### src/design/box_filter_half_downscaler_macros.svh
// assertion macros for the downscaler rtl
`ifndef BOX_FILTER_HALF_DOWNSCALER_MACROS_SVH
`define BOX_FILTER_HALF_DOWNSCALER_MACROS_SVH

// same-cycle implication, checked outside reset
`define BFHD_ASSERT_NOW(label, clk, rst, ante, cons, msg) \
   label: assert property (@(posedge clk) disable iff (rst) (ante) |-> (cons)) \
      else $error(msg);

// next-cycle implication, checked outside reset
`define BFHD_ASSERT_NEXT(label, clk, rst, ante, cons, msg) \
   label: assert property (@(posedge clk) disable iff (rst) (ante) |=> (cons)) \
      else $error(msg);

`endif

### src/design/bfhd_pkg.sv
// package: shared constants and control types of the downscaler
`default_nettype none

package bfhd_pkg;

   localparam int PIXEL_BITS_DEF  = 8;
   localparam int LINE_LENGTH_DEF = 256;
   localparam int FRAME_LINES_DEF = 256;

   localparam int IN_PIXEL_W  = 8;
   localparam int OUT_COORD_W = 7;
   localparam int OUT_VALUE_W = 8;

   // per-pixel control decoded from the raster position
   typedef struct packed {
      logic pair_done;  // odd column: horizontal pair complete, store write
      logic odd_row;    // odd row: merge with stored value, result is final
   } item_ctl_type;

endpackage

`default_nettype wire

### src/design/bfhd_raster_ctr.sv
// raster position tracker: counters, previous pixel, horizontal mean, store address
`default_nettype none

module bfhd_raster_ctr #(
   parameter int PIXEL_BITS  = 8,
   parameter int LINE_LENGTH = 256,
   parameter int FRAME_LINES = 256,
   parameter int HALF_WIDTH  = 128,
   parameter int ADDR_W      = 14,
   parameter int HCOL_W      = 7,
   parameter int HROW_W      = 7
) (
   input  wire logic                          clock,
   input  wire logic                          reset,
   input  wire logic                          advance,
   input  wire logic [bfhd_pkg::IN_PIXEL_W-1:0] pixel_value,
   output bfhd_pkg::item_ctl_type             ctl,
   output logic      [HCOL_W-1:0]             hcol,
   output logic      [HROW_W-1:0]             hrow,
   output logic      [ADDR_W-1:0]             addr,
   output logic      [PIXEL_BITS-1:0]         horiz
);

   import bfhd_pkg::*;

   localparam int COL_W = (LINE_LENGTH > 2) ? $clog2(LINE_LENGTH) : 1;
   localparam int ROW_W = (FRAME_LINES > 2) ? $clog2(FRAME_LINES) : 1;

   logic [COL_W-1:0]      col_ff,  col_in;
   logic [ROW_W-1:0]      row_ff,  row_in;
   logic [ADDR_W-1:0]     base_ff, base_in;
   logic [PIXEL_BITS-1:0] prev_ff;
   logic [PIXEL_BITS-1:0] pix;
   logic [PIXEL_BITS:0]   pair_sum;
   logic                  line_end;
   logic                  frame_end;

   assign pix       = PIXEL_BITS'(pixel_value);
   assign pair_sum  = {1'b0, prev_ff} + {1'b0, pix};
   assign horiz     = pair_sum[PIXEL_BITS:1];
   assign line_end  = (col_ff == COL_W'(LINE_LENGTH - 1));
   assign frame_end = (row_ff == ROW_W'(FRAME_LINES - 1));

   assign ctl.pair_done = col_ff[0];
   assign ctl.odd_row   = row_ff[0];
   assign hcol          = HCOL_W'(col_ff >> 1);
   assign hrow          = HROW_W'(row_ff >> 1);
   // base_ff tracks hrow * HALF_WIDTH without a multiplier
   assign addr          = base_ff + ADDR_W'(hcol);

   always_comb begin
      col_in  = col_ff;
      row_in  = row_ff;
      base_in = base_ff;
      if (advance) begin
         if (line_end) begin
            col_in = '0;
            if (frame_end) begin
               row_in  = '0;
               base_in = '0;
            end else begin
               row_in = row_ff + ROW_W'(1);
               if (row_ff[0]) begin
                  base_in = base_ff + ADDR_W'(HALF_WIDTH);
               end
            end
         end else begin
            col_in = col_ff + COL_W'(1);
         end
      end
   end

   always_ff @(posedge clock) begin
      if (reset) begin
         col_ff  <= '0;
         row_ff  <= '0;
         base_ff <= '0;
      end else begin
         col_ff  <= col_in;
         row_ff  <= row_in;
         base_ff <= base_in;
      end
   end

   always_ff @(posedge clock) begin
      if (advance) begin
         prev_ff <= pix;
      end
   end

endmodule

`default_nettype wire

### config.mk
export PLATFORM = sky130hd
export DESIGN_NAME = bfhd_raster_ctr
export DESIGN_NICKNAME = d
export VERILOG_FILES = /design/src/design/box_filter_half_downscaler_macros.svh /design/src/design/bfhd_pkg.sv /design/src/design/bfhd_raster_ctr.sv
export SDC_FILE = /design/constraint.sdc
export NUM_CORES = 1
export LEC_CHECK = 0
export BUFFER_PORTS_ARGS = -buffer_cell sky130_fd_sc_hd__buf_2
export CORE_ASPECT_RATIO = 0.9
export CORE_MARGIN = 4
export CORE_UTILIZATION = 47
export CTS_BUF_LIST = sky130_fd_sc_hd__clkbuf_4 sky130_fd_sc_hd__clkbuf_8 sky130_fd_sc_hd__clkbuf_16
export DETAILED_ROUTE_END_ITERATION = 16
export GPL_TIMING_DRIVEN = 1
export HOLD_SLACK_MARGIN = 0.08
export PLACE_DENSITY_LB_ADDON = 0.25
export SLEW_MARGIN = 0
export SYNTH_ARGS = -nofsm -noshare
export SYNTH_HDL_FRONTEND = slang
export SYNTH_SLANG_ARGS = --single-unit
export TNS_END_PERCENT = 20
### constraint.sdc
create_clock -name clock -period 2.5 [get_ports clock]
set_clock_uncertainty 0.1 [all_clocks]
set_input_delay 0.5 -clock clock [delete_from_list [all_inputs] [get_ports clock]]
set_output_delay 0.5 -clock clock [all_outputs]
set_load 0.03 [all_outputs]
==> flow_summary.ini <==
[status]
status = finished, violations left
violations = negative setup slack

[global_routing]
gr-usage-all-layers = 0.180
grt_max_degree = 28
antenna_found_initial = 0
globalRouteOverflowTotal = 0
grt_pass1_vias = 1535
grt_first_pass_wirelength_um = 6980

[timing]
hold_viol = 0
drv_slew = 0
timing.final.ws_setup_ns = -0.153
final.min_clock_period_ns = 2.65
max_slew.worst_pin.slew_ns = 0.573
finalCritPeriodShare = 1.06
slew_headroom = 0.617
fmax_mhz = 377
setup_violations = 4
rsz0062_at_grt = true

[clock_network]
clock_path_buffers = 2
cts_root_buffer = clkbuf_8
hold_buffers = 0
path_clk_slew_ns = 0.06
cts_max_level = 2
cts_buffers = 5
clk_latency_ns = 0.28
cts_sinks = 31
cts_tree = built

[routing]
totalWireLength_um = 4090
wl_per_cell_um = 13.4
first_pass_iters = 4
vias_per_cell = 5.34
drtIter0Drc = 106
ant_nets = 0
drc = 0
num_vias = 1634

[placement]
portBuffers = 48
place_area_um2 = 2150
place.gp.congestion = 0.790
post-place-ws_ns = -0.349
hpwlAfterDp_um = 3020

[critical_path]
crit_family = compound AO/OA/AOI/OAI gates
max_stage_delay_ns = 0.38
crit_fanout = 3
cp.required_ns = 1.90
critPathLaunchType = flip-flop
arrival_ns = 2.05
crit_chain = and2_4 -> fa_2 -> a21o_1 -> a21oi_2 -> o21ai_1 -> o41a_1 -> buf_6
crit_path_end_kind = output pin
cp.buffers_inverters = 1
critPathSlowestCell = edfxtp_1
critical_path_class = reg -> out

[power_and_ir_drop]
switching_share = 0.281
p_leak_uw = 0.000952
sequentialPowerShare = 0.442
ir_worst_vdd_mv = 0.341
p_int_uw = 876
p_comb_frac = 0.233
p_clk_frac = 0.325
finalPower_uw = 1220
powerDensity_nw_per_um2 = 533
p_sw_uw = 342

[die]
die_h_um = 67.8
ios = 49
core-area_um2 = 3780
die_area_um2 = 5050
initial_core_util = 0.493
row_count = 21
fp.dieW_um = 74.4

[yosys]
synth_area_um2 = 1870
synth_nets = 235
async_flop_share = 0
synth-seq-cells = 31
synthCells = 212
synthFlopType = dfxtp_1
synth_edf_count = 8
yosys_warnings = 0
ys_seq_area_frac = 0.375
synth.distinct_cells = 48
avgSynthCellArea_um2 = 8.81

[min_path]
hold_path_class = in -> reg

[job]
timing.max_cap.violations = 0

[cells_and_area]
final_layout_size_suffix_gt1_frac = 0.285
fin_util = 0.604
antenna_cells = 0
final_area_um2 = 2280
nets = 282
synthToLayoutAreaGrowth_pct = 22.4
final_cell_mix = 44 x buf_2, 23 x dfxtp_1, 17 x a21oi_1
final_common_cell = buf_2
timing repair:
action | in CTS | in global routing
pin swaps | 2 | 0
gates resized for setup | 11 | 0
buffers inserted | 1 | 0
endpoints found under the setup margin | 4 | 5
state kept, by name (all words and copies together) (netlist names):
signal and cells:
row_ff 8, col_ff 8, base_ff 7, prev_ff 8
power groups by stage:
stage               clock network, µW  logic, µW  registers, µW
floorplan                           0        177            554
global placement                    0        254            548
detailed placement                  0        259            549
CTS                               409        286            538
global route                      438        310            539
finish                            396        283            538
worst reg2reg max path, cell delays in order, from the launching register on:
cell	delay (ns)
dfxtp_1	0.50
nand4_1	0.27
nor2_1	0.53
a31oi_1	0.15
a211oi_1	0.22
final timing paths:
kind                            slack, ns  cells past startpoint           start          end
worst max-delay path                -0.15                      7      prev_ff[0]     horiz[7]
worst max register to register       0.64                      4       col_ff[3]    row_ff[7]
worst min-delay path                 0.31                      1  pixel_value[6]   prev_ff[6]
worst min register to register       0.40                      2     base_ff[13]  base_ff[13]
cell families after synthesis:
| group | after synthesis | synth area share |
|---|---|---|
| AND/OR/NAND/NOR | 80 | 0.224 |
| XOR/XNOR | 19 | 0.0891 |
| other | 1 | 0.00201 |
| buffers and inverters | 24 | 0.0610 |
| multiplexers | 1 | 0.00536 |
| flip-flops | 31 | 0.375 |
| adder cells (fa/ha/maj) | 12 | 0.0844 |
| AO/OA/AOI/OAI | 44 | 0.159 |
metrics by stage:
stage / hold slack [ns] / instances / TNS (ns)
finish: 0.314 / 306 / -0.281
global route: 0.311 / 306 / -0.849
CTS: 0.308 / 306 / -0.337
detailed placement: 0.393 / 297 / -0.773
global placement: 0.373 / 297 / -0.576
floorplan: 0.360 / 212 / -0.157
synthesized netlist by cell type (all sizes together), types with 2 or more instances:
cell type	n	share of area
dfxtp	23	0.25
a21oi	18	0.048
nor2	16	0.032
nand2	15	0.030
nand4	12	0.040
ha	11	0.074
nand3	10	0.027
xnor2	10	0.047
clkbuf	9	0.018
xor2	9	0.042
edfxtp	8	0.13
o21ai	8	0.021
buf	7	0.024
inv	7	0.014
nor3	5	0.013
or3	5	0.017
and3	4	0.013
and4	3	0.015
o32ai	3	0.014
a21o	2	0.0080
a22oi	2	0.0080
and2	2	0.0067
nor4	2	0.0067
layout make-up:
class	count	area [µm²]
Sequential cell	31	701
Timing Repair Buffer	57	325
Multi-Input combinational cell	157	1080
Fill cell	361	1500
Clock buffer	8	91.3
Inverter	7	26.3
Tap cell	46	57.6
metal layers:
metal | vias up | part of all wire | global-route usage
li1 | 860 | - | -
met1 | 725 | 0.49 | 0.249
met2 | 42 | 0.43 | 0.273
met3 | 7 | 0.065 | 0.0432
met4 | 0 | 0.015 | 0.0667
met5 | - | 0 | 0
(Power assumes the default switching activity.)
